### src/rtl/core/dbd_pkg.sv
// Shared types, constants and calendar helpers for the day-difference block.
`default_nettype none

package dbd_pkg;

  localparam int unsigned YEAR_W = 14;
  localparam int unsigned ACC_W  = 24;
  localparam int unsigned DAYS_W = 23;
  localparam int unsigned CNT_W  = 3;
  localparam int unsigned TOD_W  = 17;

  localparam logic [YEAR_W-1:0] CYCLE_LEN   = 14'd400;
  localparam logic [YEAR_W-1:0] CENTURY     = 14'd100;
  localparam logic [CNT_W-1:0]  MOD_STEPS   = 3'd5;
  localparam logic [ACC_W-1:0]  DAYS_COMMON = 24'd365;
  localparam logic [ACC_W-1:0]  DAYS_LEAP   = 24'd366;
  localparam logic signed [ACC_W-1:0] RESULT_MAX = 24'sd4194303;

  typedef enum logic [2:0] {
    S_IDLE,
    S_MOD,
    S_DOYS,
    S_WALK,
    S_DOYE,
    S_TOD,
    S_DONE
  } state_t;

  typedef enum logic [2:0] {
    OP_NONE,
    OP_MOD,
    OP_DOYS,
    OP_WALK,
    OP_DOYE,
    OP_TOD
  } op_t;

  typedef struct packed {
    logic in_ready;
    logic load;
    op_t  op;
    logic acc_we;
    logic rem_step;
    logic year_step;
    logic out_load;
  } ctrl_t;

  typedef struct packed {
    logic cnt_zero;
    logic year_done;
    logic year_back;
    logic out_free;
  } status_t;

  // Days in a common year before the first of month m (1 is January).
  function automatic logic [8:0] month_start(logic [3:0] m);
    logic [8:0] days;
    case (m)
      4'd2:    days = 9'd31;
      4'd3:    days = 9'd59;
      4'd4:    days = 9'd90;
      4'd5:    days = 9'd120;
      4'd6:    days = 9'd151;
      4'd7:    days = 9'd181;
      4'd8:    days = 9'd212;
      4'd9:    days = 9'd243;
      4'd10:   days = 9'd273;
      4'd11:   days = 9'd304;
      4'd12:   days = 9'd334;
      default: days = 9'd0;
    endcase
    return days;
  endfunction

  function automatic logic [8:0] date_ordinal(logic [3:0] month, logic [4:0] day,
                                              logic leap);
    logic [3:0] m;
    logic [8:0] total;
    m = (month > 4'd12) ? 4'd12 : month;
    if (m == 4'd0) begin
      total = 9'd0;
    end else begin
      total = month_start(m) + {8'd0, (leap && (m > 4'd2))} + {4'd0, day};
    end
    return total;
  endfunction

  function automatic logic [TOD_W-1:0] time_of_day(logic [4:0] hour, logic [5:0] minute,
                                                   logic [5:0] second);
    return TOD_W'(hour) * 17'd3600 + TOD_W'(minute) * 17'd60 + TOD_W'(second);
  endfunction

endpackage

`default_nettype wire

### src/rtl/core/dbd_alu.sv
// Shared adder: one signed add per cycle, operand picked by the sequencer.
`default_nettype none

module dbd_alu
  import dbd_pkg::*;
(
  input  op_t                     op,
  input  logic signed [ACC_W-1:0] acc,
  input  logic [YEAR_W-1:0]       rem,
  input  logic [CNT_W-1:0]        cnt,
  input  logic [8:0]              doy_s,
  input  logic [8:0]              doy_e,
  input  logic                    leap,
  input  logic                    late,
  output logic signed [ACC_W-1:0] sum,
  output logic                    neg
);

  logic signed [ACC_W-1:0] a;
  logic signed [ACC_W-1:0] b;

  always_comb begin
    a = acc;
    b = '0;
    case (op)
      OP_MOD: begin
        // trial subtract of 400 * 2^cnt from the running remainder
        a = $signed(ACC_W'(rem));
        b = -$signed(ACC_W'(CYCLE_LEN) << cnt);
      end
      OP_DOYS: b = -$signed(ACC_W'(doy_s));
      OP_WALK: b = leap ? $signed(DAYS_LEAP) : $signed(DAYS_COMMON);
      OP_DOYE: b = $signed(ACC_W'(doy_e));
      OP_TOD:  b = late ? -24'sd1 : 24'sd0;
      default: b = '0;
    endcase
  end

  assign sum = a + b;
  assign neg = sum[ACC_W-1];

endmodule

`default_nettype wire

### src/rtl/core/dbd_fsm.sv
// Sequencer: steps the shared adder through remainder, day-of-year, year walk and time-of-day correction.
`default_nettype none

module dbd_fsm
  import dbd_pkg::*;
(
  input  logic    clk,
  input  logic    rst,
  input  logic    in_valid,
  input  status_t status,
  output ctrl_t   ctrl
);

  state_t state;
  state_t state_next;

  always_ff @(posedge clk) begin
    if (rst) begin
      state <= S_IDLE;
    end else begin
      state <= state_next;
    end
  end

  always_comb begin
    state_next = state;
    case (state)
      S_IDLE: if (in_valid) state_next = S_MOD;
      S_MOD: begin
        if (status.cnt_zero) begin
          state_next = status.year_back ? S_TOD : S_DOYS;
        end
      end
      S_DOYS: state_next = S_WALK;
      S_WALK: if (status.year_done) state_next = S_DOYE;
      S_DOYE: state_next = S_TOD;
      S_TOD:  state_next = S_DONE;
      S_DONE: if (status.out_free) state_next = S_IDLE;
      default: state_next = S_IDLE;
    endcase
  end

  always_comb begin
    ctrl = '{in_ready: 1'b0, load: 1'b0, op: OP_NONE, acc_we: 1'b0,
             rem_step: 1'b0, year_step: 1'b0, out_load: 1'b0};
    case (state)
      S_IDLE: begin
        ctrl.in_ready = 1'b1;
        ctrl.load     = in_valid;
      end
      S_MOD: begin
        ctrl.op       = OP_MOD;
        ctrl.rem_step = 1'b1;
      end
      S_DOYS: begin
        ctrl.op     = OP_DOYS;
        ctrl.acc_we = 1'b1;
      end
      S_WALK: begin
        ctrl.op        = OP_WALK;
        ctrl.acc_we    = !status.year_done;
        ctrl.year_step = !status.year_done;
      end
      S_DOYE: begin
        ctrl.op     = OP_DOYE;
        ctrl.acc_we = 1'b1;
      end
      S_TOD: begin
        ctrl.op     = OP_TOD;
        ctrl.acc_we = 1'b1;
      end
      S_DONE: ctrl.out_load = status.out_free;
      default: ctrl.op = OP_NONE;
    endcase
  end

endmodule

`default_nettype wire

### src/rtl/core/full_days_between_datetimes.sv
// Top level: whole days between two date-times, iterative year walk.
//
// Usage:
//   Request channel in_valid/in_ready carries both moments (year, month,
//   day, hour, minute, second). Result channel out_valid/out_ready carries
//   whole_days, a 23-bit two's complement count saturated at 4194303.
//   A request is taken only while the sequencer is idle; in_ready is low
//   for the whole computation.
// Sequence per request:
//   take it, reduce the start year modulo 400 on the shared adder, then
//   day-of-year and year walk (one year per cycle through the same adder),
//   time-of-day correction and loading of the output. When the end year is
//   earlier, the day-of-year and walk steps are skipped. The year walk
//   sets the running time.
// Reset: rst (synchronous, active high) returns the sequencer to idle and
//   drops out_valid.
// Stall: a finished result sits in the output register until taken; a new
//   request may be taken meanwhile and holds in its last step until the
//   output register frees up.
`default_nettype none

module full_days_between_datetimes
  import dbd_pkg::*;
(
  input  logic              clk,
  input  logic              rst,
  input  logic              in_valid,
  output logic              in_ready,
  input  logic [13:0]       start_year,
  input  logic [3:0]        start_month,
  input  logic [4:0]        start_day,
  input  logic [4:0]        start_hour,
  input  logic [5:0]        start_minute,
  input  logic [5:0]        start_second,
  input  logic [13:0]       end_year,
  input  logic [3:0]        end_month,
  input  logic [4:0]        end_day,
  input  logic [4:0]        end_hour,
  input  logic [5:0]        end_minute,
  input  logic [5:0]        end_second,
  output logic              out_valid,
  input  logic              out_ready,
  output logic signed [22:0] whole_days
);

  ctrl_t   ctrl;
  status_t status;

  // Request fields held for the whole computation.
  logic [YEAR_W-1:0] start_year_q;
  logic [YEAR_W-1:0] end_year_q;
  logic [3:0]        start_month_q;
  logic [4:0]        start_day_q;
  logic [3:0]        end_month_q;
  logic [4:0]        end_day_q;
  logic              late;

  // Walk state: current year, its remainder modulo 400, running day count.
  logic [YEAR_W-1:0]       year;
  logic [YEAR_W-1:0]       rem;
  logic [CNT_W-1:0]        cnt;
  logic signed [ACC_W-1:0] acc;

  logic signed [ACC_W-1:0] sum;
  logic                    neg;
  logic                    leap;
  logic                    century;
  logic [8:0]              doy_s;
  logic [8:0]              doy_e;
  logic [TOD_W-1:0]        tod_start;
  logic [TOD_W-1:0]        tod_end;
  logic signed [DAYS_W-1:0] result;

  assign tod_start = time_of_day(start_hour, start_minute, start_second);
  assign tod_end   = time_of_day(end_hour, end_minute, end_second);

  // Leap rule from the low year bits and the mod-400 remainder: a century
  // year is leap only when it sits on a 400 boundary.
  assign century = (rem == CENTURY) || (rem == (CENTURY << 1)) ||
                   (rem == (CENTURY + (CENTURY << 1)));
  assign leap    = (year[1:0] == 2'd0) && !century;

  assign doy_s = date_ordinal(start_month_q, start_day_q, leap);
  assign doy_e = date_ordinal(end_month_q, end_day_q, leap);

  assign status.cnt_zero  = (cnt == '0);
  assign status.year_done = (year == end_year_q);
  assign status.year_back = (end_year_q < start_year_q);
  assign status.out_free  = !out_valid || out_ready;

  assign in_ready = ctrl.in_ready;

  dbd_fsm u_fsm (
    .clk      (clk),
    .rst      (rst),
    .in_valid (in_valid),
    .status   (status),
    .ctrl     (ctrl)
  );

  dbd_alu u_alu (
    .op    (ctrl.op),
    .acc   (acc),
    .rem   (rem),
    .cnt   (cnt),
    .doy_s (doy_s),
    .doy_e (doy_e),
    .leap  (leap),
    .late  (late),
    .sum   (sum),
    .neg   (neg)
  );

  // Latch the request, then run the remainder and walk steps.
  always_ff @(posedge clk) begin
    if (ctrl.load) begin
      start_year_q  <= start_year;
      end_year_q    <= end_year;
      start_month_q <= start_month;
      start_day_q   <= start_day;
      end_month_q   <= end_month;
      end_day_q     <= end_day;
      late          <= (tod_end < tod_start);
      year          <= start_year;
      rem           <= start_year;
      cnt           <= MOD_STEPS;
      acc           <= '0;
    end else begin
      if (ctrl.rem_step) begin
        // restoring step: keep the difference when it did not go negative
        if (!neg) begin
          rem <= sum[YEAR_W-1:0];
        end
        cnt <= cnt - 3'd1;
      end
      if (ctrl.year_step) begin
        year <= year + 14'd1;
        rem  <= (rem == CYCLE_LEN - 14'd1) ? '0 : rem + 14'd1;
      end
      if (ctrl.acc_we) begin
        acc <= sum;
      end
    end
  end

  assign result = (acc > RESULT_MAX) ? DAYS_W'(RESULT_MAX) : acc[DAYS_W-1:0];

  // Output register; hold the result until the receiver takes it.
  always_ff @(posedge clk) begin
    if (rst) begin
      out_valid <= 1'b0;
    end else if (ctrl.out_load) begin
      out_valid <= 1'b1;
    end else if (out_ready) begin
      out_valid <= 1'b0;
    end
  end

  always_ff @(posedge clk) begin
    if (ctrl.out_load) begin
      whole_days <= result;
    end
  end

  // The walk never runs past the end year.
  a_walk_bound: assert property (@(posedge clk) disable iff (rst)
    (ctrl.op == OP_WALK) |-> (year <= end_year_q))
    else $error("year walk passed the end year");

  // Once reduced, the remainder stays a valid mod-400 value during the walk.
  a_rem_range: assert property (@(posedge clk) disable iff (rst)
    (ctrl.op == OP_WALK) |-> (rem < CYCLE_LEN))
    else $error("year remainder out of range during walk");

  // Restoring reduction keeps the remainder below twice the divisor of the current step.
  a_mod_bound: assert property (@(posedge clk) disable iff (rst)
    (ctrl.op == OP_MOD) |-> ({2'b00, rem} < ({2'b00, CYCLE_LEN} << (cnt + 3'd1))))
    else $error("remainder reduction lost its bound");

  // A result is only loaded when the output register is free.
  a_no_overwrite: assert property (@(posedge clk) disable iff (rst)
    ctrl.out_load |-> (!out_valid || out_ready))
    else $error("pending result overwritten");

endmodule

`default_nettype wire
### config.mk
export PLATFORM = sky130hd
export DESIGN_NAME = full_days_between_datetimes
export DESIGN_NICKNAME = d
export VERILOG_FILES = /design/src/rtl/core/dbd_pkg.sv /design/src/rtl/core/dbd_alu.sv /design/src/rtl/core/dbd_fsm.sv /design/src/rtl/core/full_days_between_datetimes.sv
export SDC_FILE = /design/constraint.sdc
export NUM_CORES = 1
export LEC_CHECK = 0
export BUFFER_PORTS_ARGS = -buffer_cell sky130_fd_sc_hd__clkbuf_2
export CELL_PAD_IN_SITES_DETAIL_PLACEMENT = 1
export CELL_PAD_IN_SITES_GLOBAL_PLACEMENT = 2
export CORE_MARGIN = 1
export CORE_UTILIZATION = 34
export CTS_CLUSTER_SIZE = 20
export DETAILED_ROUTE_END_ITERATION = 12
export PLACE_DENSITY_LB_ADDON = 0.1
export SLEW_MARGIN = 20
export SYNTH_ARGS = -nofsm -noshare
export SYNTH_HDL_FRONTEND = slang
export SYNTH_SLANG_ARGS = --single-unit
### constraint.sdc
create_clock -name clk -period 8.95 [get_ports clk]
set_clock_uncertainty 0.05 [all_clocks]
set_input_delay 1.3425 -clock clk [delete_from_list [all_inputs] [get_ports clk]]
set_output_delay 1.3425 -clock clk [all_outputs]
set_load 0.02 [all_outputs]
After elaboration in Yosys (flattened, before gate mapping). Memory sizes are Yosys's and may differ from the RTL's. Cells that the tools add are included.

Output and inout port bits: 25. Memory bits (read-only): 288. Input bits: 84. Bits in latches: 0. Register bits: 129. Memories kept: 2. Bits in writable memories: 0.

Muxes and demuxes: 31. Bitwise operators: 0. Add/sub/neg operators: 14. Shifts and indexed selects: 1. Multipliers: 4. Divide/modulo/power cells: 0. Equal/unequal tests: 21. $lt $le $gt $ge: 7. Reductions and logical operators: 20.

Memories: (no name shown) (depth 16, width 9, rd ports 1, clocked after memory_dff 0, write ports 0, RTL line dbd_pkg.sv:58) `case (m)`; (no name shown) (depth 16, width 9, rd ports 1, clocked after memory_dff 0, write ports 0, RTL line dbd_pkg.sv:58).

Operators with widths (number): $pmux W24 S5 (1); $mux W14 (7); $mux W24 (2); $mux W9 (4); $add A17 B12 Y17 (2); $add A17 B6 Y17 (2); $add A14 B1 Y14 const B (2); $eq A14 B9 Y1 const B (2); $mul A5 B8 Y13 const B (2); $add A24 B24 Y24 (1); $gt A24 B23 Y1 const B (1); $neg A24 Y24 (1); $neg A9 Y24 (1); $shl A9 B3 Y24 const A (1); $pmux W3 S7 (1); $mul A6 B4 Y10 const B (2); $add A9 B1 Y9 (2); $add A9 B5 Y9 (2); $lt A17 B17 Y1 (1); $eq A3 B3 Y1 const B (5); $mux W3 (5); $pmux W3 S5 (1); $eq A14 B14 Y1 (1); $eq A14 B7 Y1 const B (1); 25 further kinds (48).

Logic depth before layout (Yosys ltp).
Depth in word-level cells: 16. Gate-level depth with buffers: 29. Mapped depth without buffers: 28.

Cells and area by module. A second synthesis with hierarchy kept.

Cells, all modules: 1400. Area, all modules: 12688.4 um^2.

By module, submodules not included: full_days_between_datetimes (times used 1, area an instance 10116.0 um^2, cells an instance 997); dbd_alu (times used 1, area an instance 2293.4 um^2, cells an instance 366); dbd_fsm (times used 1, area an instance 279.0 um^2, cells an instance 37).

Least setup slack after synthesis. Ideal clock, no wire load.

Kind: register -> register. Start: reg start_month_q[3]. End: reg rem[0], enable pin. Path slack: 2.318 ns. Library setup time: 0.388 ns. Required time: 8.512 ns. Path buffers: 2. Cell stages (with the launch flop): 24. Arrival time: 6.194 ns. Clock period less this slack: 6.632 ns. Path through: edfxtp_1 clkbuf_1 clkbuf_1 a21oi_1 ha_1 nor2_1 nand2_1 o21ai_0 fa_1 fa_1 xnor2_1 nor3b_1 a31oi_1 a21o_1 o31ai_1 nor2b_1 o21ai_0 ha_1 nand2_1 o21ai_0 a2111oi_4 o31ai_2 o41ai_4 o21bai_1.

Longest elaborated chain between the ends: 12. Elaborated cells on any way between the ends: 15. Classes of those cells: add/sub: 4; order compare: 2; eq/ne: 1; mux: 4; reduce/logical: 3; memory: 1.

Ends and longest elaborated chain: start: declaration (RTL line full_days_between_datetimes.sv:52) `logic [3:0] start_month_q;`; start signal: assignment (RTL line full_days_between_datetimes.sv:119) `start_month_q <= start_month;`; $gt A4 B4 Y1 (RTL line dbd_pkg.sv:79) `m = (month > 4'd12) ? 4'd12 : month;`; $mux W4 (*) (RTL line dbd_pkg.sv:79); $mem_v2 Z16 W9 / $gt A4 B2 Y1 (equally long branches); $mux W9 / $logic_and A1 B1 Y1 (equally long branches) (RTL line dbd_pkg.sv:80, dbd_pkg.sv:83); $add A9 B1 Y9 (RTL line dbd_pkg.sv:83) `total = month_start(m) + {8'd0, (leap && (m > 4'd2))} + {4'd0, day};`; $add A9 B5 Y9 (RTL line dbd_pkg.sv:83); $mux W9 (*) (RTL line dbd_pkg.sv:80) `if (m == 4'd0) begin`; $neg A9 Y24 (*) (RTL line dbd_alu.sv:31) `OP_DOYS: b = -$signed(ACC_W'(doy_s));`; $pmux W24 S5 (*) (RTL line dbd_alu.sv:25) `case (op)`; $add A24 B24 Y24 (*) (RTL line dbd_alu.sv:39) `assign sum = a + b;`; $ne A3 B3 Y1 (no source line) (*); $reduce_and A2 Y1 (no source line) (*); end signal: assignment (RTL line full_days_between_datetimes.sv:125) `rem <= start_year;`; end signal: assignment (RTL line full_days_between_datetimes.sv:132) `rem <= sum[YEAR_W-1:0];`; end signal: assignment (RTL line full_days_between_datetimes.sv:138) `rem <= (rem == CYCLE_LEN - 14'd1) ? '0 : rem + 14'd1;`; end: declaration (RTL line full_days_between_datetimes.sv:60) `logic [YEAR_W-1:0] rem;`.

Every way passes the cells marked *; elsewhere a longest branch is shown, timed or not. The select of a mux whose other input is x is not followed. A chain may end at the register's enable or synchronous reset.

Worst setup path in the final report.
Start: reg start_month_q[2]. End: reg acc[23].

Longest elaborated chain between the ends: 10. Elaborated cells on any way between the ends: 13. Classes of those cells: add/sub: 4; order compare: 2; mux: 4; reduce/logical: 2; memory: 1.

Ends and longest elaborated chain: $gt A4 B4 Y1 (RTL line dbd_pkg.sv:79); $mux W4 (*) (RTL line dbd_pkg.sv:79); $mem_v2 Z16 W9 / $gt A4 B2 Y1 (equally long branches); $mux W9 / $logic_and A1 B1 Y1 (equally long branches) (RTL line dbd_pkg.sv:80, dbd_pkg.sv:83); $add A9 B1 Y9 (RTL line dbd_pkg.sv:83); $add A9 B5 Y9 (RTL line dbd_pkg.sv:83); $mux W9 (*) (RTL line dbd_pkg.sv:80); $neg A9 Y24 (*) (RTL line dbd_alu.sv:31); $pmux W24 S5 (*) (RTL line dbd_alu.sv:25); $add A24 B24 Y24 (*) (RTL line dbd_alu.sv:39); end signal: assignment (RTL line full_days_between_datetimes.sv:141) `acc <= sum;`; end: declaration (RTL line full_days_between_datetimes.sv:62) `logic signed [ACC_W-1:0] acc;`.

Marked as above.

==> results by stage <==
Clock network:
- In this run, CTS created clock tree buffers numbering 17.
- The TritonCTS clock tree is done.
- For this design, the sink count on the clock tree is between 100 and 150.
- The cts-stage hold buffer count is 0.
- The cell sitting at the root of the clock tree is a sky130_fd_sc_hd__clkbuf_16.
- The H-tree generated during clock tree synthesis spans 4 levels.
- After clock tree synthesis, the clock-pin slew on the worst setup and hold paths is 70 ps.
- Buffers added to address setup during post-CTS repair amount to 0.
- Clock latency on the worst-skew pair, taken at its later pin, is 440 ps.
- The buffer levels on the longest clock path is 2.
- The number of instances resized during post-cts repair is 0.

STA:
- The minimum setup slack in the final design is about 1600 ps.
- The post-route minimum period is 7350 ps.
- The final critical path takes up 82.1% of the cycle.
- Setup repair after global routing left no endpoint under its margin.
- The total negative slack is 0 ps.
- The slew at the pin closest to its max-slew limit is 859 ps.
- Setup violations remaining at the end of the flow were counted as 0.
- The remaining max-slew budget at the tightest pin is 42.3%.
- The maximum operating frequency is 136 MHz.
- The number of max-slew violations in the final report was 0.
- The final number of hold-violating endpoints was 0.

Global route:
- The total congestion overflow is 0.
- The pin count of the biggest net entering global routing is 61.
- The number of antenna violations at the first check in global routing is 0.
- The first-pass GRT wire length is 55,000 µm.
- The via count of the first global-routing pass is 10,500.
- The global-route total usage across every layer is 18.3%.

Synthesis:
- The dominant register cell in the synthesized netlist is sky130_fd_sc_hd__edfxtp_1.
- The mean instance size in the synthesized netlist is 8.90 µm².
- Yosys printed 0 warnings.
- Sequential cells were found to cover 28.6% of the synthesized design area.
- The flip-flop and latch count after synthesis is 129.
- The number of nets in the synthesized netlist is 1,701.
- By area the synthesized netlist is led by sky130_fd_sc_hd__edfxtp_1, sky130_fd_sc_hd__ha_1, sky130_fd_sc_hd__fa_1.
- The cell area after synthesis is 12,500 µm².
- The cell taking the most area after synthesis is sky130_fd_sc_hd__edfxtp_1.
- The count of different cell masters after synthesis is 75.
- In the synthesized netlist the async set-or-reset flop fraction comes to 0%.
- The library cell with the highest instance count after synthesis is sky130_fd_sc_hd__ha_1.
- By count the netlist is led by sky130_fd_sc_hd__ha_1, sky130_fd_sc_hd__nand2_1, sky130_fd_sc_hd__inv_1.
- Yosys mapped a number of flops with a built-in enable equal to 98.
- The cell count after synthesis came out at 1,400.
- The proportion of netlist area held by the largest area contributor is 23.6%.

Finish:
- Summing all flip-flop and latch instances after layout gives roughly 3600 µm².
- In the final layout, the share of cells above drive strength 1 is 11.6%.
- The antenna diode count is 0.
- The final-layout fill cell count is 4,153.
- Relative to the synthesized area, the layout overhead comes to 13.2%.
- The total number of nets in the final design is approximately 1,800.
- In the final layout, the multi-input gates occupy approximately 8300 µm².

Placed design:
- Prior to clock tree synthesis, the placed netlist has a worst setup slack of between 1500 and 2000 ps.
- The number of I/O port buffers is 108.
- The final estimated routing congestion in global placement is 0.831.
- Once detailed placement completed, the half-perimeter wirelength came to 26,500 µm.

Die:
- The horizontal die dimension is 193 µm.
- The core outline area is 35,800 µm².
- The floorplan step set the die height to 193 µm.
- In this run the core area contains 69 standard-cell rows.
- Pin placement for this block handled ~110 I/O pins.
- The floorplan step defined a die boundary enclosing approximately 37,000 µm².
- For this configuration, the core starts out at a cell density of 34.8%.

Routing:
- The detail route stage leaves a number of antenna-violating nets equal to 0.
- The count of unresolved DRC violations after routing is 3.
- The number of DRC markers in iteration 0 is 452.
- The via density per instance is about 5.
- The mean routed wirelength per cell is 16.9 µm.
- For this run, the detailed router's first-pass iteration total came to 9.
- The final routed wirelength across all metal layers is 33,300 µm.
- Detailed routing inserted a total of 10,100 vias.

Outcome:
- The checks that failed: design-rule violations.
- The run finished, with violations left.

Worst setup path:
- The type of element capturing the critical path is a flop.
- The required time at the worst-slack endpoint is approximately 9000 ps.
- The critical path is of the flop to flop type.
- The nature of the critical path startpoint is a flop.
- Of all nets on the critical path, the largest fanout is 21.
- The worst endpoint data arrival time is 7590 ps.

Flow run:
- Across the run, the number of max-cap violations was 0.

Worst hold path:
- The worst hold path belongs to the class flop to flop.

Pwr:
- The power density relative to cell area is ~360 nW/µm².
- The leakage power total is approximately 6.3 nW.
- The peak ir drop on the vdd network is 0.183 mV.
report_power, final:
group / internal, mW / leakage, nW / total [mW] / switching (mW)
combinational: 1.30 / 4.86 / 3.17 / 1.87
clock: 0.455 / 0.311 / 0.757 / 0.302
sequential: 0.898 / 1.17 / 1.10 / 0.202
total: 2.65 / 6.34 / 5.03 / 2.37
cells by family after synthesis:
family          synth area share [%]
buf+inv                         5.16
compound gates                  17.0
fa+ha+maj                       23.9
xor+xnor                        8.29
simple gates                    16.1
flops                           28.6
mux                            0.994
cell type report:
cell class	count	share of cell area, %
sequential	129	25.3
multi-input combinational	1104	58.6
timing repair buffer	118	4.36
tap	461	4.09
clock inverter	10	0.754
clock buffer	22	3.75
inverter	120	3.20
path summary, 6_finish.rpt:
| kind | startpoint | endpoint | slack [ps] | cells past startpoint |
|---|---|---|---|---|
| max | start_month_q[2] | acc[23] | 1600 | 25 |
| min | acc[8] | acc[8] | 420 | 2 |
| max reg2reg | start_month_q[2] | acc[23] | 1600 | 25 |
| min reg2reg | acc[8] | acc[8] | 420 | 2 |
critical path, stage by stage (launching register included):
cell                        delay (ps)
sky130_fd_sc_hd__edfxtp_1          670
sky130_fd_sc_hd__a21oi_1           430
sky130_fd_sc_hd__inv_1             150
sky130_fd_sc_hd__ha_1              330
sky130_fd_sc_hd__nand2b_1          220
sky130_fd_sc_hd__o211ai_1          130
sky130_fd_sc_hd__o21ai_0           190
sky130_fd_sc_hd__fa_1              500
sky130_fd_sc_hd__xnor2_1           260
sky130_fd_sc_hd__nor3b_1           330
sky130_fd_sc_hd__a31oi_1           170
sky130_fd_sc_hd__a21o_1            190
sky130_fd_sc_hd__o31ai_1           210
sky130_fd_sc_hd__buf_4             180
sky130_fd_sc_hd__nor2b_1           430
sky130_fd_sc_hd__nand2_1           130
sky130_fd_sc_hd__ha_1              390
sky130_fd_sc_hd__a21o_1            200
sky130_fd_sc_hd__a21oi_1           260
sky130_fd_sc_hd__nand2_1           160
sky130_fd_sc_hd__a2111oi_4         380
sky130_fd_sc_hd__o31ai_2           140
sky130_fd_sc_hd__o41ai_4           400
sky130_fd_sc_hd__nor4bb_1          110
sky130_fd_sc_hd__nor4_1            400
sky130_fd_sc_hd__o2111ai_1         170
per-layer routing:
layer  vias to the layer above  routed length (µm)  share of wire [%]  global-route usage (%)
li1                       5066                   -                  -                       -
met1                      4889               15900                 48                    24.0
met2                       129               15900                 48                    31.1
met3                        34                 828                2.5                    2.49
met4                         0                 625                1.9                    6.13
met5                         -                   0                  0                       0
registers in the layout, indices dropped and copies added, names as in the netlist:
| name | cells |
|---|---|
| rem | 14 |
| whole_days | 23 |
| acc | 24 |
| start_year_q | 14 |
| start_day_q | 5 |
| start_month_q | 4 |
| end_month_q | 4 |
| u_fsm.state | 3 |
| late | 1 |
| out_valid | 1 |
| year | 14 |
| end_day_q | 5 |
| cnt | 3 |
| end_year_q | 14 |
metrics by stage:
| stage | utilization, % | hold slack, ps | cell area, µm² | cells | power (mW) |
|---|---|---|---|---|---|
| detailed placement | 37.6 | 413 | 13500 | 1932 | 4.31 |
| floorplan | - | 385 | 12500 | 1400 | 3.46 |
| CTS | 39.4 | 421 | 14100 | 1964 | 5.10 |
| finish | 39.4 | 418 | 14100 | 1964 | 5.03 |
| global route | 39.4 | 444 | 14100 | 1964 | 5.55 |
| global placement | 37.6 | 405 | 13500 | 1932 | 4.26 |
layout by cell type, fill, tap and decap left out, types with 10 or more instances in the layout:
cell	count
sky130_fd_sc_hd__ha_1	182
sky130_fd_sc_hd__nand2_1	171
sky130_fd_sc_hd__inv_1	119
sky130_fd_sc_hd__clkbuf_2	108
sky130_fd_sc_hd__a21oi_1	101
sky130_fd_sc_hd__edfxtp_1	98
sky130_fd_sc_hd__o21ai_0	91
sky130_fd_sc_hd__xnor2_1	80
sky130_fd_sc_hd__nor2_1	75
sky130_fd_sc_hd__nand2b_1	39
sky130_fd_sc_hd__xor2_1	38
sky130_fd_sc_hd__fa_1	35
sky130_fd_sc_hd__dfxtp_1	31
sky130_fd_sc_hd__a21o_1	25
sky130_fd_sc_hd__nand3_1	25
sky130_fd_sc_hd__nor3_1	22
sky130_fd_sc_hd__clkbuf_16	21
sky130_fd_sc_hd__and2_1	20
sky130_fd_sc_hd__o21bai_1	17
sky130_fd_sc_hd__nor2b_1	17
sky130_fd_sc_hd__o21a_1	12
sky130_fd_sc_hd__and3_1	11
sky130_fd_sc_hd__o211ai_1	11
sky130_fd_sc_hd__buf_4	10
Note: power is estimated with default switching activity, not from simulation.
